**src/hw/rtl/shs_pkg.sv**
```systemverilog
`timescale 1ns / 1ps
`default_nettype none

package shs_pkg;

	typedef struct packed {
		logic [31:0] message_word;
		logic [2:0]  valid_bytes;
		logic        final_word;
	} msg_item_t;

	typedef struct packed {
		logic [31:0] digest_word;
		logic [2:0]  digest_index;
		logic        digest_last;
	} dig_item_t;

	// Element [0] is H0.
	typedef logic [7:0][31:0] hash_vec_t;

	typedef struct packed {
		logic take;
		logic append;
		logic pad;
		logic pad2;
		logic load;
		logic round;
		logic update;
		logic finish;
	} shs_cmd_t;

	typedef struct packed {
		logic block_full;
		logic final_item;
		logic pad_fits;
		logic round_last;
	} shs_status_t;

endpackage

`default_nettype wire

```
**src/hw/rtl/shs_out.sv**
```systemverilog
`timescale 1ns / 1ps
`default_nettype none

module shs_out
	import shs_pkg::*;
(
	input  wire logic      clk,
	input  wire logic      arst_n,
	input  wire logic      load,
	input  wire hash_vec_t digest,
	output logic           dig_valid,
	input  wire logic      dig_stall,
	output dig_item_t      dig,
	output logic           empty
);

	logic [7:0][31:0] buf_q;
	logic [3:0]       left_q;
	logic [2:0]       idx_q;
	logic             pop;

	assign dig_valid = left_q != 4'd0;
	assign empty = left_q == 4'd0;
	assign pop = dig_valid && !dig_stall;
	assign dig.digest_word = buf_q[0];
	assign dig.digest_index = idx_q;
	assign dig.digest_last = idx_q == 3'd7;

	always_ff @(posedge clk or negedge arst_n) begin
		if (!arst_n) begin
			left_q <= '0;
			idx_q <= '0;
		end else if (load) begin
			left_q <= 4'd8;
			idx_q <= '0;
		end else if (pop) begin
			left_q <= left_q - 4'd1;
			idx_q <= idx_q + 3'd1;
		end
	end

	always_ff @(posedge clk) begin
		if (load) begin
			buf_q <= digest;
		end else if (pop) begin
			for (int i = 0; i < 7; i++) begin
				buf_q[i] <= buf_q[i+1];
			end
		end
	end

endmodule

`default_nettype wire

```
**config.mk**
```make
export PLATFORM = sky130hd
export DESIGN_NAME = shs_out
export DESIGN_NICKNAME = d
export VERILOG_FILES = /design/src/hw/rtl/shs_pkg.sv /design/src/hw/rtl/shs_out.sv
export SDC_FILE = /design/constraint.sdc
export NUM_CORES = 1
export LEC_CHECK = 0
export BUFFER_PORTS_ARGS = -buffer_cell sky130_fd_sc_hd__buf_2
export CAP_MARGIN = 20
export CELL_PAD_IN_SITES_DETAIL_PLACEMENT = 0
export CELL_PAD_IN_SITES_GLOBAL_PLACEMENT = 1
export CORE_MARGIN = 2
export CORE_UTILIZATION = 47
export DETAILED_ROUTE_END_ITERATION = 16
export GPL_ROUTABILITY_DRIVEN = 0
export PLACE_DENSITY = 0.95
export SETUP_SLACK_MARGIN = 0.2
export SLEW_MARGIN = 20
export SYNTH_ARGS = -nofsm -noshare
export SYNTH_HDL_FRONTEND = slang
export SYNTH_SLANG_ARGS = --single-unit
```
**constraint.sdc**
```tcl
create_clock -name clk -period 25.8 [get_ports clk]
set_input_delay 1.29 -clock clk [delete_from_list [all_inputs] [get_ports clk]]
set_output_delay 1.29 -clock clk [all_outputs]
set_load 0.05 [all_outputs]
```
Word level (Yosys, flattened, before mapping). Index checks and enable logic that the tools add are counted.

Bits in registers: 263. Output and inout port bits: 38.

Add/sub/neg operators: 2. Equal/unequal tests: 1. Mux-type cells: 6. Reduce and logical (&&, ||, !) cells: 5.

Operator list (number): $mux W224 (2); $mux W4 (2); $mux W3 (2); $logic_not A4 Y1 (1); $reduce_bool A4 Y1 (1); $sub A4 B1 Y4 const B (1); $add A3 B1 Y3 const B (1); $eq A3 B3 Y1 const B (1); $reduce_bool A2 Y1 (1); $logic_and A1 B1 Y1 (1); $logic_not A1 Y1 (1).

Depth between registers and ports, before layout. Gate-level depths: netlist of run 1.

Depth in word-level cells: 4. Mapped depth: 6. Gate-level depth less buffers: 5.

Least setup slack after synthesis of run 1. Ideal clock, no wire load.

Path kind: input to register. From: input port dig_stall. To: register buf_q[100] (netlist name), enable pin. Arrival: 11.738 ns. Required time: 24.944 ns. Setup slack: 13.206 ns. Stages on the path: 2. Path buffers: 1. Path through: clkbuf_1 -> o21bai_1.

Longest elaborated chain between the ends: 3.

Ends and longest elaborated chain: from (decl) (RTL line shs_out.sv:12) `input wire logic dig_stall,`; $logic_not A1 Y1 (RTL line shs_out.sv:24) `assign pop = dig_valid && !dig_stall;`; $logic_and A1 B1 Y1 (RTL line shs_out.sv:24); $reduce_bool A2 Y1 (no source line); to (signal assigned) (RTL line shs_out.sv:44) `buf_q <= digest;`; to (signal, indexed assignment) (RTL line shs_out.sv:47) `buf_q[i] <= buf_q[i+1];`; to (decl) (RTL line shs_out.sv:17) `logic [7:0][31:0] buf_q;`.

Every way passes these cells. A chain may end at the register's enable or synchronous reset.

Worst setup path after layout of run 1.
From: register left_q[0]. To: output port empty.

Longest elaborated chain between the ends: 1.

Ends and longest elaborated chain: from (decl) (RTL line shs_out.sv:18) `logic [3:0] left_q;`; from (signal assigned) (RTL line shs_out.sv:37) `left_q <= left_q - 4'd1;`; $logic_not A4 Y1 (RTL line shs_out.sv:23) `assign empty = left_q == 4'd0;`; to (decl) (RTL line shs_out.sv:14) `output logic empty`.

Every way passes these cells.

==> summary.txt, run 1 <==
Max Root-Sink Buffers: 3
Via density: 4.83
Hold_sp: buf_q[107]$_DFFE_PP_
Pwr dens: 75.5 nW/um^2
Initial antenna violation count: 6
Sum Neg Setup Slack: 0 ns
Final min period: 3.54 ns
CP startpoint kind: flop
RSZ-0062 raised after global routing: no
Floorplan row count: 56
DR vias: 5735
Core area: 23300 um^2
Area fraction in compound gates after synthesis: 0.647%
Status: finished clean
First-pass GRT wire length: 31000 um
Post-CTS Hold Fix Bufs: 0
Area growth syn-to-layout: 21.4%
Largest net degree at the start of global routing: 209
CTS H-tree lvls: 1
Cell count after synthesis: 578
Unique masters post-synth: 20
Worst clock skew: 0.00565 ns
I/O Buffers: 297
Post-Synth Adder-Cell Area: 0.454%
Iter 0 DRT Violations: 369
Die width: 157 um
IO Pins: 298
Required time worst endpoint: 24.51 ns
Largest family of logic cells by synthesized area: multiplexers
Synthesized area: 11000 um^2
Register area share after synthesis: 71.3%
Synth Register Bits: 263
Hold path endpoint: buf_q[75]$_DFFE_PP_
Die Area: 24700 um^2
Final setup viols: 0
Syn Area/Cell: 19.1 um^2
Placed insts: 1137
Worst Tran Pin Value: 0.899 ns
Final hold vios: 0
Post-route cell area: 13400 um^2
Via count of the first global-routing pass: 5998
Syn_nets: 842
Clk_lat worst skew: 0.51 ns
Initial Utilization: 47.4%
DR WL/cell: 17.2 um
Clock root cell: clkbuf_16
Commonest cells after routing, fill and taps aside: buf_2 (296), edfxtp_1 (256), mux2_2 (224)
Total CTS buffers: 27
WHS Path Cells: 1
Post-route ant nets: 0
Crit share post-route: 13.7%
Final nets: 1112
Post-synthesis mux area share: 22.9%
RR Endpoint: buf_q[149]$_DFFE_PP_
Fmax: 282 MHz
Grt ovf: 0
DRT Pass-1 Iters: 5
Leakage power: 0.00524 uW
Slew headroom: 40.0%
CTS Sinks: 263
Worst reg-to-reg setup slack: 22.93 ns
Total wire length: 20500 um
Fillers: 1821
CP max FO: 15
CTS clk-pin slew, worst paths: 0.06 ns
FF-to-FF Start: left_q[0]$_DFFE_PN0P_
Synth Area in Simple Gates: 0.749%
Crit path DAT: 2.25 ns
Most common cell after layout, fill and taps aside: buf_2
Die Ht: 157 um
Worst VDD drop: 0.0000604 V
Total track usage: 16.2%
DP Area: 12500 um^2
CTS tree: yes
Max-cap violations: 0
PostCTS Resize Cnt: 0
Yosys warns: 0
Post-route DRC: 0
CP Class: reg -> out
# Post-CTS Setup Buffers: 0
Post-layout util: 57.5%
Post-DP HPWL: 13800 um
Reg2Reg Depth: 6
Final hold slack: 0.543 ns
Post-Synth XOR/XNOR Area: 0%
Worst setup EP type: primary output
HP Class: reg -> reg
Slew Viols, Final: 0
Non-filler cells, final: 1188
Layout cells sized above 1: 65.5%
[worst max-delay path by stage]
stage,slack (ns),startpoint,cells past startpoint,to
floorplan,13.21,dig_stall,2,buf_q[100]$_DFFE_PP_
global placement,22.10,load,3,dig[16]$_DFFE_PP_
detailed placement,22.08,load,3,dig[14]$_DFFE_PP_
CTS,22.21,left_q[0]$_DFFE_PN0P_,4,empty
global route,22.12,left_q[0]$_DFFE_PN0P_,4,empty
finish,22.26,left_q[0]$_DFFE_PN0P_,4,empty
[cell families (layout without fill, tap and decap cells)]
| family | after synthesis | after routing |
|---|---|---|
| AO/OA/AOI/OAI | 13 | 13 |
| adder cells (fa/ha/maj) | 4 | 4 |
| buffers and inverters | 63 | 348 |
| flip-flops | 263 | 263 |
| multiplexers | 224 | 224 |
| other | 0 | 6 |
| AND/OR/NAND/NOR | 11 | 11 |
[state kept, by name (all words and copies together), names as in the netlist]
register and count:
buf_q 224, dig 32, left_q 4, idx_q 3
[metrics by stage]
stage          setup WS [ns]  total power, uW
5_1_grt                22.12             1050
6_report               22.26             1010
4_1_cts                22.21             1020
3_3_place_gp           22.10              662
3_5_place_dp           22.08              667
2_1_floorplan          13.21              644
[where the power goes]
group | switching, uW | leakage [uW] | internal, uW
combinational | 61.4 | 0.00218 | 53.5
clock | 148 | 0.000383 | 206
sequential | 13.1 | 0.00268 | 529
[cell usage after synthesis, drive strengths merged]
cell type  number  area share, %
o21bai          1          0.068
a21oi           6           0.27
buf            59            3.8
edfxtp        256             70
mux2          224             23
dfrtp           7            1.6
nand2b          1          0.057
clkbuf          1          0.034
nor3            1          0.045
inv             3           0.10
or3             4           0.24
o21ai           5           0.23
a211o           1          0.079
or3b            2           0.16
nor3b           1           0.11
nand2           1          0.034
or4             1           0.10
ha              4           0.45
[cell type report]
| type | instances | area (um^2) | share of cell area, % |
|---|---|---|---|
| diodes | 6 | 15.0 | 0.112 |
| clock inverters | 9 | 70.1 | 0.524 |
| inverters | 3 | 11.3 | 0.0841 |
| well taps | 319 | 399 | 2.98 |
| repair buffers | 301 | 1560 | 11.7 |
| multi-input cells | 252 | 2740 | 20.5 |
| clock buffers | 35 | 726 | 5.42 |
| flip-flops and latches | 263 | 7860 | 58.7 |
[per-layer routing]
| layer | up-vias | global-route usage (%) | share of wire [%] |
|---|---|---|---|
| met5 | - | 0 | 0 |
| met4 | 0 | 7.92 | 4.7 |
| met3 | 61 | 3.33 | 5.8 |
| met2 | 210 | 27.0 | 49 |
| met1 | 2691 | 20.1 | 41 |
| li1 | 2773 | - | - |
[worst max-delay path, cell delays in order (launching register included)]
cell,delay (ns)
dfrtp_1,0.40
inv_1,0.09
ha_1,0.14
nor3b_2,0.70
buf_2,0.40
Power figures use the tool's default switching activity.
==> inputs of run 2 (changes only) <==
--- a/config.mk
+++ b/config.mk
@@ -10,10 +10,10 @@
 export CELL_PAD_IN_SITES_DETAIL_PLACEMENT = 0
 export CELL_PAD_IN_SITES_GLOBAL_PLACEMENT = 1
 export CORE_MARGIN = 2
-export CORE_UTILIZATION = 47
+export CORE_UTILIZATION = 40
 export DETAILED_ROUTE_END_ITERATION = 16
 export GPL_ROUTABILITY_DRIVEN = 0
-export PLACE_DENSITY = 0.95
+export PLACE_DENSITY = 0.88
 export SETUP_SLACK_MARGIN = 0.2
 export SLEW_MARGIN = 20
 export SYNTH_ARGS = -nofsm -noshare
==> constraint.sdc (replaced) <==
create_clock -name clk -period 3.2 [get_ports clk]
set_input_delay 0.16 -clock clk [delete_from_list [all_inputs] [get_ports clk]]
set_output_delay 0.16 -clock clk [all_outputs]
set_load 0.05 [all_outputs]
==> summary.txt, run 2 <==
Post-synthesis mux area share: 22.9% (unchanged)
Total CTS buffers: 29 (+7.4%)
Synthesized area: 11000 um^2 (unchanged)
Die width: 170 um (+8.2%)
Commonest cells post-synth: edfxtp_1 (256), mux2_2 (224), buf_4 (49)
Register area share after synthesis: 71.3% (unchanged)
# Post-CTS Setup Buffers: 0 (unchanged)
Largest family of logic cells by synthesized area: multiplexers
Area fraction in compound gates after synthesis: 0.647% (unchanged)
Syn_nets: 842 (unchanged)
Synth Area in Simple Gates: 0.749% (unchanged)
Top post-synthesis cells by area: edfxtp_1 (70%), mux2_2 (23%), buf_4 (3.3%)
Post-CTS Hold Fix Bufs: 245 (+245)
Log Error: [ERROR RSZ-0060] Max buffer count reached.
CTS Sinks: 263 (unchanged)
Initial Utilization: 40.8% (-6.6 points)
Top cell type's share of synthesized area: 69.7% (unchanged)
Max Root-Sink Buffers: 3 (unchanged)
Yosys warns: 0 (unchanged)
Clock root cell: clkbuf_16
PostCTS Resize Cnt: 0 (unchanged)
Syn Area/Cell: 19.1 um^2 (unchanged)
Floorplan row count: 60 (+7.1%)
Post-Synth Adder-Cell Area: 0.454% (unchanged)
Status: stopped before the end
Most frequent cell after synthesis: edfxtp_1
Post-Synth XOR/XNOR Area: 0% (unchanged)
Yosys top cell by area: edfxtp_1
CTS H-tree lvls: 1 (unchanged)
Synth async-reset ratio: 2.66% (unchanged)
Post-DP HPWL: 15300 um (+11%)
Cell count after synthesis: 578 (unchanged)
Synth Register Bits: 263 (unchanged)
I/O Buffers: 297 (unchanged)
Unique masters post-synth: 20 (unchanged)
Die Ht: 170 um (+8.2%)
IO Pins: 298 (unchanged)
Number of synthesized flops with an enable pin: 256 (unchanged)
Post-synth top flop: edfxtp_1
Halt Stage: 4_1_cts
==> run 2: cell counts after synthesis <==
Identical to the previous run, type by type.
==> run 2: cells by family after synthesis <==
logic type	after synthesis
DFF	263
muxes	224
buffers and inverters	63
AOI/OAI and AO/OA	13
and+or+nand+nor	11
adders and majority gates	4
==> run 2: metrics by stage <==
stage / utilization, % / setup WS [ns] / area (um^2) / cells / TNS, ns
3_5_place_dp: 46.9 / 0.957 / 12700 / 1167 / 0
3_3_place_gp: 46.9 / 1.01 / 12700 / 1167 / 0
2_1_floorplan: - / -1.51 / 11000 / 578 / -338.76
==> inputs of run 3 (changes only) <==
--- a/config.mk
+++ b/config.mk
@@ -7,14 +7,11 @@
 export LEC_CHECK = 0
 export BUFFER_PORTS_ARGS = -buffer_cell sky130_fd_sc_hd__buf_2
 export CAP_MARGIN = 20
-export CELL_PAD_IN_SITES_DETAIL_PLACEMENT = 0
-export CELL_PAD_IN_SITES_GLOBAL_PLACEMENT = 1
 export CORE_MARGIN = 2
 export CORE_UTILIZATION = 40
 export DETAILED_ROUTE_END_ITERATION = 16
 export GPL_ROUTABILITY_DRIVEN = 0
-export PLACE_DENSITY = 0.88
-export SETUP_SLACK_MARGIN = 0.2
+export PLACE_DENSITY_LB_ADDON = 0.15
 export SLEW_MARGIN = 20
 export SYNTH_ARGS = -nofsm -noshare
 export SYNTH_HDL_FRONTEND = slang
==> constraint.sdc (replaced) <==
create_clock -name clk -period 4.16 [get_ports clk]
set_input_delay 0.208 -clock clk [delete_from_list [all_inputs] [get_ports clk]]
set_output_delay 0.208 -clock clk [all_outputs]
set_load 0.05 [all_outputs]
==> summary.txt, run 3 <==
Status: stopped before the end
Halt Stage: 4_1_cts
Log Error: [ERROR RSZ-0060] Max buffer count reached.
Max Root-Sink Buffers: 3 (unchanged)
Synth async-reset ratio: 2.66% (unchanged)
Synth Area in Simple Gates: 0.749% (unchanged)
IO Pins: 298 (unchanged)
Commonest cells post-synth: edfxtp_1 (256), mux2_2 (224), buf_4 (49)
Post-synthesis mux area share: 22.9% (unchanged)
# Post-CTS Setup Buffers: 0 (unchanged)
Initial Utilization: 40.8% (unchanged)
Syn_nets: 842 (unchanged)
Post-Synth XOR/XNOR Area: 0% (unchanged)
Die width: 170 um (unchanged)
Cell count after synthesis: 578 (unchanged)
Top post-synthesis cells by area: edfxtp_1 (70%), mux2_2 (23%), buf_4 (3.3%)
Number of synthesized flops with an enable pin: 256 (unchanged)
Most frequent cell after synthesis: edfxtp_1
PostCTS Resize Cnt: 0 (unchanged)
Yosys top cell by area: edfxtp_1
Post-Synth Adder-Cell Area: 0.454% (unchanged)
Post-DP HPWL: 15400 um (+0.58%)
Post-CTS Hold Fix Bufs: 244 (-0.41%)
Floorplan row count: 60 (unchanged)
Largest family of logic cells by synthesized area: multiplexers
Syn Area/Cell: 19.1 um^2 (unchanged)
CTS Sinks: 263 (unchanged)
I/O Buffers: 297 (unchanged)
Clock root cell: clkbuf_16
DP Area: 12700 um^2 (unchanged)
Die Ht: 170 um (unchanged)
Post-synth top flop: edfxtp_1
Synth Register Bits: 263 (unchanged)
Yosys warns: 0 (unchanged)
Register area share after synthesis: 71.3% (unchanged)
Unique masters post-synth: 20 (unchanged)
Area fraction in compound gates after synthesis: 0.647% (unchanged)
CTS H-tree lvls: 1 (unchanged)
Total CTS buffers: 28 (-3.4%)
Top cell type's share of synthesized area: 69.7% (unchanged)
Synthesized area: 11000 um^2 (unchanged)
==> run 3: metrics by stage <==
step	TNS (ns)	cells	util, %	worst slack (ns)
after floorplan	-123.72	578	-	-0.552
after global placement	0	1167	46.9	1.74
after detailed placement	0	1167	46.9	1.61
==> run 3: kinds of logic after synthesis <==
group                    count (synthesis)
flip-flops                             263
multiplexers                           224
buffers and inverters                   63
AO/OA/AOI/OAI                           13
AND/OR/NAND/NOR                         11
adder cells (fa/ha/maj)                  4
