**src/hw/rtl/shs_pkg.sv**
```systemverilog
`timescale 1ns / 1ps
`default_nettype none

package shs_pkg;

	typedef struct packed {
		logic [31:0] message_word;
		logic [2:0]  valid_bytes;
		logic        final_word;
	} msg_item_t;

	typedef struct packed {
		logic [31:0] digest_word;
		logic [2:0]  digest_index;
		logic        digest_last;
	} dig_item_t;

	// Element [0] is H0.
	typedef logic [7:0][31:0] hash_vec_t;

	typedef struct packed {
		logic take;
		logic append;
		logic pad;
		logic pad2;
		logic load;
		logic round;
		logic update;
		logic finish;
	} shs_cmd_t;

	typedef struct packed {
		logic block_full;
		logic final_item;
		logic pad_fits;
		logic round_last;
	} shs_status_t;

endpackage

`default_nettype wire

```
**src/hw/rtl/shs_ctrl.sv**
```systemverilog
`timescale 1ns / 1ps
`default_nettype none

module shs_ctrl
	import shs_pkg::*;
(
	input  wire logic        clk,
	input  wire logic        arst_n,
	input  wire logic        msg_valid,
	output logic             msg_stall,
	input  wire shs_status_t status,
	input  wire logic        out_empty,
	output shs_cmd_t         cmd
);

	typedef enum logic [7:0] {
		S_IDLE   = 8'b00000001,
		S_APPEND = 8'b00000010,
		S_PAD    = 8'b00000100,
		S_PAD2   = 8'b00001000,
		S_LOAD   = 8'b00010000,
		S_ROUND  = 8'b00100000,
		S_UPDATE = 8'b01000000,
		S_FINISH = 8'b10000000
	} ctrl_state_t;

	ctrl_state_t state_q, state_d;
	// Where to continue once the running compression has been folded into the hash.
	ctrl_state_t ret_q, ret_d;

	assign msg_stall = state_q != S_IDLE;

	always_comb begin
		cmd = '0;
		state_d = state_q;
		ret_d = ret_q;
		case (state_q)
			S_IDLE: begin
				if (msg_valid) begin
					cmd.take = 1'b1;
					state_d = S_APPEND;
				end
			end
			S_APPEND: begin
				cmd.append = 1'b1;
				if (status.block_full) begin
					ret_d = S_APPEND;
					state_d = S_LOAD;
				end else if (status.final_item) begin
					state_d = S_PAD;
				end else begin
					state_d = S_IDLE;
				end
			end
			S_PAD: begin
				cmd.pad = 1'b1;
				ret_d = status.pad_fits ? S_FINISH : S_PAD2;
				state_d = S_LOAD;
			end
			S_PAD2: begin
				cmd.pad2 = 1'b1;
				ret_d = S_FINISH;
				state_d = S_LOAD;
			end
			S_LOAD: begin
				cmd.load = 1'b1;
				state_d = S_ROUND;
			end
			S_ROUND: begin
				cmd.round = 1'b1;
				if (status.round_last) begin
					state_d = S_UPDATE;
				end
			end
			S_UPDATE: begin
				cmd.update = 1'b1;
				state_d = ret_q;
			end
			S_FINISH: begin
				if (out_empty) begin
					cmd.finish = 1'b1;
					state_d = S_IDLE;
				end
			end
			default: begin
				state_d = S_IDLE;
			end
		endcase
	end

	always_ff @(posedge clk or negedge arst_n) begin
		if (!arst_n) begin
			state_q <= S_IDLE;
			ret_q <= S_IDLE;
		end else begin
			state_q <= state_d;
			ret_q <= ret_d;
		end
	end

endmodule

`default_nettype wire

```
**config.mk**
```make
export PLATFORM = sky130hd
export DESIGN_NAME = shs_ctrl
export DESIGN_NICKNAME = d
export VERILOG_FILES = /design/src/hw/rtl/shs_pkg.sv /design/src/hw/rtl/shs_ctrl.sv
export SDC_FILE = /design/constraint.sdc
export NUM_CORES = 1
export LEC_CHECK = 0
export BUFFER_PORTS_ARGS = -buffer_cell sky130_fd_sc_hd__buf_4
export CORE_ASPECT_RATIO = 0.9
export CORE_UTILIZATION = 35
export CTS_CLUSTER_SIZE = 14
export DETAILED_ROUTE_END_ITERATION = 8
export SLEW_MARGIN = 20
export SYNTH_ARGS = -nofsm -noshare
export SYNTH_HDL_FRONTEND = slang
export SYNTH_SLANG_ARGS = --single-unit
```
**constraint.sdc**
```tcl
create_clock -name clk -period 3.36 [get_ports clk]
set_input_delay 0.504 -clock clk [delete_from_list [all_inputs] [get_ports clk]]
set_output_delay 0.504 -clock clk [all_outputs]
set_load 0.02 [all_outputs]
```
; ---- Word-level counts from Yosys, hierarchy flattened
; Index checks and enable logic that the tools add are counted.
[word_totals]
inputBits = 8
output_inout_bits = 9
wordCells = 38
register_bits = 16
[classes]
n_eq_ne = 13
n_reduce_logical = 4
n_mux = 19
[ops]
columns = op, count
row1 = 8-bit one-hot mux with 7 select lines, 1
row2 = 8-bit two-way mux, 6
row3 = 8-bit one-hot mux with 3 select lines, 1
row4 = 1-bit two-way mux, 10
row5 = 8-bit by 1-bit equality test with 1-bit output (second input constant), 1
row6 = 8-bit by 2-bit equality test with 1-bit output (second input constant), 1
row7 = 8-bit by 3-bit equality test with 1-bit output (second input constant), 1
row8 = 8-bit by 4-bit equality test with 1-bit output (second input constant), 1
row9 = 8-bit by 5-bit equality test with 1-bit output (second input constant), 1
row10 = 8-bit by 6-bit equality test with 1-bit output (second input constant), 1
row11 = 8-bit by 7-bit equality test with 1-bit output (second input constant), 1
row12 = 8-bit equality test (second input constant), 1
row13 = 2-bit inequality test (second input constant), 4
row14 = 8-bit by 1-bit inequality test with 1-bit output (second input constant), 1
row15 = 3-bit two-way mux, 1
row16 = 3-bit AND reduction, 1
row17 = 3-bit nonzero test, 1
row18 = 2-bit AND reduction, 1
row19 = 2-bit OR reduction, 1

; ---- Depth between registers and ports, before layout
; Gate-level depths: netlist of run 1.
[logic_depth]
ltp_word = 3
mapped_depth = 6
ltp_nobuf = 5

; ---- Worst setup path after synthesis of run 1
; OpenSTA, ideal clock, no wires.
[synth_timing]
path_type = reg-to-reg
start = reg state_q[6]
end = reg ret_q[3]
n_path_buf = 1
required_time_ps = 3242
t_arrival_ps = 2327
setup_time_ps = 118
synth_period_minus_slack_ps = 2445
path_slack_ps = 915
path_stages_with_launch = 6
cell_sequence = dfrtp_1 buf_6 or4_4 nor4_1 a21oi_1 a21o_1
[synth_via]
elab_chain_len = 3
word_cells_on_any_way = 7
classes_between = eq/ne: 4 / mux: 1 / reduce/logical: 2
[synth_rtl]
columns = item, line_no
row1 = "start, declared", shs_ctrl.sv:27  ; ctrl_state_t state_q, state_d;
row2 = "start signal, assigned", shs_ctrl.sv:96  ; state_q <= state_d;
row3 = 8-bit by 2-bit equality test with 1-bit output (tied with other cells), shs_ctrl.sv:37  ; case (state_q)
row4 = 2-bit inequality test (no source line) or 3-bit nonzero test (tied branches), -
row5 = 2-bit AND reduction (no source line), -
row6 = "end signal, assigned", shs_ctrl.sv:97  ; ret_q <= ret_d;
row7 = "end, declared", shs_ctrl.sv:29  ; ctrl_state_t ret_q, ret_d;
; Parallel ways exist; a longest one is shown, timed or not.
; A chain may end at the register's enable or synchronous reset.

==> flow_metrics.py, run 1 <==
metrics = {
    "final_layout": {
        "fin_cells": 109,
        "fillers": 176,
        "drive_gt1_share_pct": 28.2,
        "synthToLayoutAreaGrowth_pct": 24.9,
        "multi_input_area_um2": 323,
        "register_area_um2": 303,
        "nNetsFinal": 95,
        "fin_area_um2": 810,
        "num_antenna_cells": 0,
    },
    "yosys": {
        "yosysTopAreaCell": "dfrtp_1",
        "syn_nets": 75,
        "synth_area_leaders": "dfrtp_1 39%, dfstp_2 8.1%, nor3_1 4.6%",
        "synth_flop_cell": "dfrtp_1",
        "synth_common_cells": "10 x dfrtp_1, 6 x nor3_1, 5 x a21oi_1",
        "syn_area_per_cell_um2": 9.67,
        "ys_seq_elements": 12,
        "synth_edf_count": 0,
        "yosys_warnings": 0,
        "yosysSeqAreaShare_pct": 46.7,
        "ys_types": 31,
        "synth_area_um2": 648,
        "synthArstFlopShare_pct": 100,
        "synthCells": 67,
        "synth_top_area_share_pct": 38.6,
        "yosysMostFrequentCell": "dfrtp_1",
    },
    "setup_path": {
        "path_class": "reg2out",
        "start_kind": "flop",
        "cp.arrival_ns": 2.25,
        "rr_worst_depth": 4,
        "cp_data_required_time_ns": 2.86,
        "endpoint_kind": "output pin",
        "path_max_fanout": 10,
        "worstSetupStartpoint": "state_q[6]$_DFFE_PN0P_",
        "r2r-end": "ret_q[3]$_DFFE_PN0P_",
        "r2r-start": "state_q[6]$_DFFE_PN0P_",
        "rrSetupSlack_ns": 1.22,
    },
    "clock_network": {
        "post_cts.repair.setup_buffers": 0,
        "ctsRootBufferMaster": "clkbuf_4",
        "clk_path_buf_depth": 2,
        "clk_latency_ns": 0.27,
        "clk_pin_slew_ns": 0.07,
        "tritoncts": "done",
        "htreeDepth": 1,
        "numCtsBuffers": 3,
        "cts_resized": 0,
        "clkSinkCount": 12,
        "cts-hold-fix-buffers": 0,
    },
    "routing": {
        "wl_mm": 1.39,
        "viasPerCell": 5.15,
        "drc_errors": 0,
        "avgRoutedWirePerCell_um": 12.8,
        "vias": 561,
        "drt_iter0_drc": 5,
        "ant_nets": 0,
        "first_pass_iters": 3,
    },
    "run": {
        "cap_viol_max_count": 0,
    },
    "power": {
        "irDropWorstVdd_mv": 0.403,
        "p_leak_nw": 0.399,
        "cellPowerDensity_nw_per_um2": 609,
        "p_total_uw": 493,
    },
    "timing": {
        "fin_skew_ns": 0.00207,
        "hold_viol_final": 0,
        "drv_slew": 0,
        "setup_viol": 0,
        "slew_headroom_pct": 62.0,
        "period_minus_slack_ns": 2.75,
        "finalCritPeriodShare_pct": 81.9,
        "rsz0062_at_grt": "false",
        "worst_pin_slew_ns": 0.565,
        "finalSetupTns_ns": 0,
        "fmax_mhz": 363,
        "setup_slack_ns": 0.608,
    },
    "placed_design": {
        "place_ws_ns": 0.916,
        "dpl.hpwl_mm": 1.06,
        "port_buffers": 16,
        "gp_congestion": 0.720,
        "dp_cells": 106,
        "placed_area_um2": 787,
    },
    "global_routing": {
        "antenna_found_initial": 0,
        "grt_max_degree": 13,
        "track_usage_pct": 17.1,
        "grt-ovfl-total": 0,
        "grt_pass1_vias": 533,
        "grt_pass1_wl_mm": 2.39,
    },
    "run_status": {
        "outcome": "finished, final reports clean",
    },
    "hold_path": {
        "hp-class": "in2async",
    },
    "floorplan": {
        "dieArea_um2": 2030,
        "chipWidth_um": 47.4,
        "initial_core_util_pct": 38.1,
        "ios": 17,
        "rows": 14,
        "core_area_um2": 1700,
        "die_y_um": 42.8,
    },
}
## sequential cells by signal, summed over array words and instances (netlist names)
signal,cells
state_q,8
ret_q,4
## worst max path at each step
stage / endpoint / slack [ns] / cells after the start
5_1_grt: cmd[1] / 0.43 / 4
4_1_cts: cmd[2] / 0.61 / 5
6_report: cmd[2] / 0.61 / 5
2_1_floorplan: ret_q[3]$_DFFE_PN0P_ / 0.92 / 5
3_3_place_gp: cmd[2] / 0.95 / 5
3_5_place_dp: cmd[2] / 0.92 / 5
## cells by family after synthesis
family                    share of synthesized area, %
DFF                                               46.7
and+or+nand+nor                                   31.5
AOI/OAI and AO/OA                                 17.0
buffers and inverters                             3.47
xor gates and xnor gates                          1.35
## placed cells by master, fill, tap and decap left out
cell type and count:
or3_1 2, o32ai_1 1, nand3b_1 1, a21o_1 3, a211oi_1 2, o21ai_1 1, nand2b_1 4, or4_1 1
dfstp_2 2, a31oi_1 2, and4b_1 1, or4_4 1, o21bai_1 1, dfrtp_1 10, and3_1 2, inv_2 1
and2_1 3, xnor2_1 1, and3b_1 1, nor2b_1 2, or3b_4 1, nand2_1 3, o21ai_0 1, inv_1 2
nor3_1 6, clkbuf_4 3, a21oi_1 5, a32oi_1 1, nor4_1 1, buf_4 16, nor2_1 3, nor3b_1 1
## worst max-delay path, cell delays in order, from the launching register on
cell,delay (ns)
dfrtp_1,0.48
or4_4,0.56
or3_1,0.34
or3b_4,0.40
inv_2,0.06
buf_4,0.13
## report_power, final
part	switching [mW]	total, mW	leakage (nW)	internal (mW)
combinational	0.108	0.198	0.231	0.0899
clock	0.0481	0.0896	0.0138	0.0415
sequential	0.0274	0.205	0.154	0.178
## area by class of cell
type                       count  share of cell area, %
clock buffer                   3                   2.78
inverter                       3                   1.39
multi-input combinational     51                   39.9
sequential                    12                   37.4
tap                           24                   3.71
timing repair buffer          16                   14.8
## metal layers
layer | global-route usage [%] | up-vias | share of wire, %
met5 | 0 | - | 0
met2 | 25.2 | 15 | 45
met3 | 8.09 | 2 | 5.5
li1 | - | 286 | -
met4 | 3.43 | 0 | 0.57
met1 | 22.6 | 258 | 49
## stage by stage
step | hold WS, ns | utilization [%]
2_1_floorplan | 0.208 | -
5_1_grt | 0.0415 | 47.6
4_1_cts | 0.0533 | 47.6
6_report | 0.0543 | 47.6
3_5_place_dp | 0.353 | 46.3
3_3_place_gp | 0.354 | 46.3
Note: power is estimated with default switching activity, not from simulation.
==> inputs of run 2 (changes only) <==
- clock period: 3.36 -> 2.5 ns (I/O delays scaled with it)
==> run 2 against run 1 <==
  * Design area rose by 10%
  * Clock skew up 0.00063 ns
  * Sequential share of layout area fell by 3.5 points
  * Worst hold slack gained 0.23 ns
  * Register-to-register slack worse by 0.82 ns
  * Highest routed layer unchanged
  * Critical endpoint unchanged
  * Routed wire length grew 5.8%
  * Clock power is 74% higher
==> flow_metrics.py, run 2 (synthesized netlist as in run 1, its figures left out) <==
metrics = {
    "global_routing": {
        "grt_max_degree": 13,
        "grt-ovfl-total": 0,
        "antenna_found_initial": 0,
        "grt_pass1_wl_mm": 2.56,
        "track_usage_pct": 17.9,
        "grt_pass1_vias": 614,
    },
    "setup_path": {
        "path_max_fanout": 4,
        "cp.arrival_ns": 2.10,
        "cp_cell_sequence": "or4_4, or3_4, or3b_4, inv_2, buf_6",
        "endpoint_kind": "output pin",
        "worst_path_largest_cell_delay_ns": 0.52,
        "slowest_stage": "or4_4",
        "cp_data_required_time_ns": 2.12,
        "path_class": "reg2out",
        "start_kind": "flop",
    },
    "final_layout": {
        "nNetsFinal": 102,
        "largest-register": "state_q",
        "largest_reg_flops": 8,
        "fin_cells": 117,
        "drive_gt1_share_pct": 35.5,
        "largest_registers": "state_q x8, ret_q x4",
        "synthToLayoutAreaGrowth_pct": 37.6,
        "final_cell_mix": "21 x buf_4, 10 x dfrtp_1, 5 x nor3_1, 5 x a21oi_1, 4 x nand2b_1",
        "final_common_cell": "buf_4",
        "num_antenna_cells": 0,
    },
    "power": {
        "clkPwrFrac_pct": 21.3,
        "p_total_uw": 732,
        "power_frac_seq_pct": 37.5,
        "p_leak_nw": 0.446,
        "power_frac_comb_pct": 41.2,
        "cellPowerDensity_nw_per_um2": 821,
        "p_sw_uw": 255,
        "p_int_uw": 477,
        "switching_share_pct": 34.8,
        "irDropWorstVdd_mv": 0.565,
    },
    "routing": {
        "first_pass_iters": 4,
        "vias": 588,
        "drc_errors": 0,
        "drt_iter0_drc": 7,
        "avgRoutedWirePerCell_um": 12.6,
        "viasPerCell": 5.03,
        "ant_nets": 0,
        "wl_mm": 1.47,
    },
    "run": {
        "cap_viol_max_count": 0,
    },
    "timing": {
        "fin_skew_ns": 0.00270,
        "hold_viol_final": 0,
        "finalCritPeriodShare_pct": 99.1,
        "fmax_mhz": 404,
        "setup_viol": 0,
        "period_minus_slack_ns": 2.48,
        "finalSetupTns_ns": 0,
        "worst_pin_slew_ns": 0.374,
        "rsz0062_at_grt": "true",
        "slew_headroom_pct": 75.1,
        "drv_slew": 0,
    },
    "hold_path": {
        "hp-class": "in2reg",
    },
    "floorplan": {
        "die_y_um": 42.8,
        "initial_core_util_pct": 38.1,
        "ios": 17,
        "core_area_um2": 1700,
        "dieArea_um2": 2030,
        "chipWidth_um": 47.4,
        "rows": 14,
    },
    "clock_network": {
        "tritoncts": "done",
        "clk_path_buf_depth": 2,
        "clkSinkCount": 12,
        "numCtsBuffers": 3,
        "ctsRootBufferMaster": "clkbuf_4",
        "clk_pin_slew_ns": 0.08,
        "htreeDepth": 1,
        "clk_latency_ns": 0.27,
    },
    "placed_design": {
        "port_buffers": 16,
        "gp_congestion": 0.745,
        "dp_cells": 109,
        "dpl.hpwl_mm": 1.07,
    },
    "run_status": {
        "outcome": "finished, final reports clean",
    },
}
-- run 2: cell type report --
type	count	area [µm²]
fillers	175	807
inverters	3	11.3
multi-input cells	51	333
flip-flops and latches	12	303
clock buffers	4	36.3
well taps	24	30.0
repair buffers	23	179
-- run 2: worst max-delay path: cells and delay by family, from the launching register on --
family                 cells  cell delay, ns
AND/OR/NAND/NOR            3            1.25
flip-flops                 1            0.41
buffers and inverters      2            0.18
-- run 2: final timing paths --
path                                              from                      to  slack, ns  cells after the start
worst max-delay path            state_q[7]$_DFFE_PN0P_                  cmd[2]       0.02                      5
worst min-delay path                         status[0]  state_q[5]$_DFFE_PN0P_       0.29                      2
worst max register to register  state_q[7]$_DFFE_PN0P_  state_q[0]$_DFFE_PN1P_       0.40                      6
worst min register to register    ret_q[3]$_DFFE_PN0P_    ret_q[3]$_DFFE_PN0P_       0.47                      1
max in group asynchronous                       arst_n  state_q[0]$_DFFE_PN1P_       1.79                      2
min in group asynchronous                       arst_n  state_q[7]$_DFFE_PN0P_       0.48                      2
-- run 2: power groups by stage --
stage	Clock [mW]	Sequential, mW	Combinational [mW]
final	0.156	0.274	0.302
after global routing	0.169	0.283	0.336
after CTS	0.164	0.275	0.301
after detailed placement	0	0.277	0.282
after global placement	0	0.279	0.283
after floorplan	0	0.269	0.187
-- run 2: timing repair --
action | 4_1_cts | 5_1_grt
endpoints found under the setup margin | 1 | 3
hold buffers | 1 | 0
buffers inserted | 3 | 0
hold endpoints to repair | 10 | 0
pin swaps | 2 | 2
gates resized for setup | 2 | 1
-- run 2: metrics by stage --
step / utilization (%) / setup WS [ns] / hold slack (ns) / instance area [µm²]
3_5_place_dp: 47.6 / 0.267 / 0.225 / 810
5_1_grt: 52.5 / -0.0440 / 0.290 / 892
2_1_floorplan: - / 0.0550 / 0.0794 / 648
4_1_cts: 52.2 / -0.00965 / 0.278 / 887
3_3_place_gp: 47.6 / 0.294 / 0.226 / 810
6_report: 52.5 / 0.0236 / 0.288 / 892
-- run 2: layer usage --
metal,share of wire [%],global-route usage (%)
met4,0.34,9.14
met3,3.5,2.55
met1,53,25.7
met5,0,0
met2,43,25.5
==> inputs of run 3 (changes only) <==
--- a/config.mk
+++ b/config.mk
@@ -6,6 +6,7 @@
 export NUM_CORES = 1
 export LEC_CHECK = 0
+export ABC_CLOCK_PERIOD_IN_PS = 2500
 export BUFFER_PORTS_ARGS = -buffer_cell sky130_fd_sc_hd__buf_4
-export CORE_ASPECT_RATIO = 0.9
+export CORE_ASPECT_RATIO = 0.75
 export CORE_UTILIZATION = 35
 export CTS_CLUSTER_SIZE = 14
==> constraint.sdc (replaced) <==
create_clock -name clk -period 2.5 [get_ports clk]
set_input_delay 0.5 -clock clk [delete_from_list [all_inputs] [get_ports clk]]
set_output_delay 0.5 -clock clk [all_outputs]
set_load 0.02 [all_outputs]
==> run 3 against run 2 <==
  * The run now ends with negative setup slack left
  * Worst hold slack worse by 0.24 ns
  * Non-clock buffer count up 2
  * Via count up 8.0%
==> flow_metrics.py, run 3 (synthesized netlist as in run 1, its figures left out) <==
metrics = {
    "routing": {
        "vias": 635,
        "viasPerCell": 5.47,
        "wl_met2_um": 731,
        "ant_nets": 0,
        "drt_iter0_drc": 16,
        "avgRoutedWirePerCell_um": 13.8,
        "first_pass_iters": 4,
        "wl_mm": 1.61,
        "maxUsedRoutingLayer": "met4",
        "drc_errors": 0,
        "m1WireLength_um": 767,
        "routed-wl-met3_um": 98,
    },
    "final_layout": {
        "synthToLayoutAreaGrowth_pct": 39.4,
        "nNetsFinal": 104,
        "largest_reg_flops": 8,
        "fin_cells": 116,
        "num_antenna_cells": 0,
        "final_common_cell": "buf_4",
        "post-route-util_pct": 51.9,
        "largest_registers": "state_q x8, ret_q x4",
        "final_cell_mix": "24 x buf_4, 9 x dfrtp_1, 5 x a21oi_1",
        "drive_gt1_share_pct": 41.5,
        "largest-register": "state_q",
    },
    "clock_network": {
        "numCtsBuffers": 3,
        "ctsRootBufferMaster": "clkbuf_4",
        "clkSinkCount": 12,
        "clk_pin_slew_ns": 0.08,
        "clk_latency_ns": 0.27,
        "tritoncts": "done",
        "cts-hold-fix-buffers": 0,
        "clk_path_buf_depth": 2,
        "htreeDepth": 1,
    },
    "timing": {
        "worst_pin_slew_ns": 0.355,
        "drv_slew": 0,
        "finalCritPeriodShare_pct": 104,
        "setup_viol": 2,
        "fin_skew_ns": 0.00529,
        "hold_viol_final": 0,
        "period_minus_slack_ns": 2.60,
        "fmax_mhz": 384,
        "setup_slack_ns": -0.104,
        "rsz0062_at_grt": "true",
        "slew_headroom_pct": 76.3,
    },
    "setup_path": {
        "crit_family": "simple AND/OR/NAND/NOR gates",
        "cp_data_required_time_ns": 2.00,
        "path_max_fanout": 2,
        "path_class": "reg2out",
        "start_kind": "flop",
        "worst_path_largest_cell_delay_ns": 0.54,
        "cp.arrival_ns": 2.10,
        "cp_cell_sequence": "or4_4, or3_4, or3b_4, inv_2, buf_6",
        "slowest_stage": "or4_4",
        "crit_buf_inv": 2,
        "endpoint_kind": "output pin",
    },
    "run": {
        "cap_viol_max_count": 0,
    },
    "floorplan": {
        "die_y_um": 39.3,
        "rows": 13,
        "core_area_um2": 1740,
        "ios": 17,
        "dieArea_um2": 2030,
        "chipWidth_um": 51.7,
        "initial_core_util_pct": 37.2,
    },
    "placed_design": {
        "dpl.hpwl_mm": 1.16,
        "dp_cells": 110,
        "port_buffers": 16,
        "place_ws_ns": 0.124,
        "gp_congestion": 0.799,
    },
    "global_routing": {
        "grt-ovfl-total": 0,
        "grt_pass1_wl_mm": 2.64,
        "grt_pass1_vias": 567,
        "track_usage_pct": 19.2,
        "grt_max_degree": 13,
        "antenna_found_initial": 0,
    },
    "power": {
        "p_int_uw": 471,
        "p_leak_nw": 0.453,
        "irDropWorstVdd_mv": 0.520,
        "switching_share_pct": 36.1,
        "cellPowerDensity_nw_per_um2": 817,
        "p_sw_uw": 267,
        "clkPwrFrac_pct": 16.5,
        "power_frac_comb_pct": 47.2,
        "power_frac_seq_pct": 36.3,
    },
    "run_status": {
        "outcome": "complete, but fails checks",
        "violations": "negative setup slack",
    },
    "hold_path": {
        "hp-class": "in2async",
    },
}
==> run 3: cell count changes in the layout (fill, tap and decap cells not counted), sizes merged <==
cell and change:
buf +3, clkbuf -1, dlygate4sd3 -1
==> run 3: power groups by stage <==
stage                     combinational (mW)  sequential [mW]  clock, mW
after floorplan                        0.187            0.269          0
after global placement                 0.311            0.269          0
after detailed placement               0.309            0.269          0
after CTS                              0.328            0.266      0.124
after global routing                   0.377            0.275      0.133
final                                  0.348            0.268      0.122
==> run 3: routing by layer <==
layer | track usage [%] | up-vias
met1 | 25.5 | 303
met3 | 6.98 | 2
met2 | 29.9 | 26
met5 | 0 | -
li1 | - | 304
met4 | 4.05 | 0
==> run 3: metrics by stage <==
stage                     hold slack, ns  power, mW  area (µm²)  TNS [ns]
after CTS                         0.0522      0.718         893    -0.131
after global placement             0.350      0.580         830         0
after floorplan                    0.204      0.456         648         0
final                             0.0483      0.738         903    -0.105
after global routing              0.0488      0.785         903    -0.231
after detailed placement           0.351      0.578         830         0
==> run 3: cell type report <==
class	instances	area, µm²
clock buffers	3	22.5
fillers	169	837
inverters	3	11.3
multi-input cells	51	347
flip-flops and latches	12	304
well taps	22	27.5
repair buffers	25	191
==> run 3: what timing repair did <==
item,4_1_cts,5_1_grt
endpoints found under the setup margin,3,5
gates resized for setup,4,3
setup buffers,3,0
pin swaps,2,1
==> run 3: worst reg2reg max path, cell delays in order (launching register included) <==
cell,delay (ns)
dfrtp_1,0.39
or4_4,0.54
or3_4,0.34
or3b_4,0.38
buf_4,0.14
o21ai_1,0.14
a31oi_1,0.07
==> run 3: final timing paths <==
check	from	endpoint	slack (ns)	cells past startpoint
min	arst_n	state_q[5]$_DFFE_PN0P_	0.05	1
min reg2reg	ret_q[3]$_DFFE_PN0P_	ret_q[3]$_DFFE_PN0P_	0.48	1
max reg2reg	state_q[6]$_DFFE_PN0P_	state_q[0]$_DFFE_PN1P_	0.41	6
min in group clk	status[0]	state_q[5]$_DFFE_PN0P_	0.42	2
max	state_q[6]$_DFFE_PN0P_	cmd[2]	-0.10	5
max in group asynchronous	arst_n	ret_q[0]$_DFFE_PN1P_	2.21	1
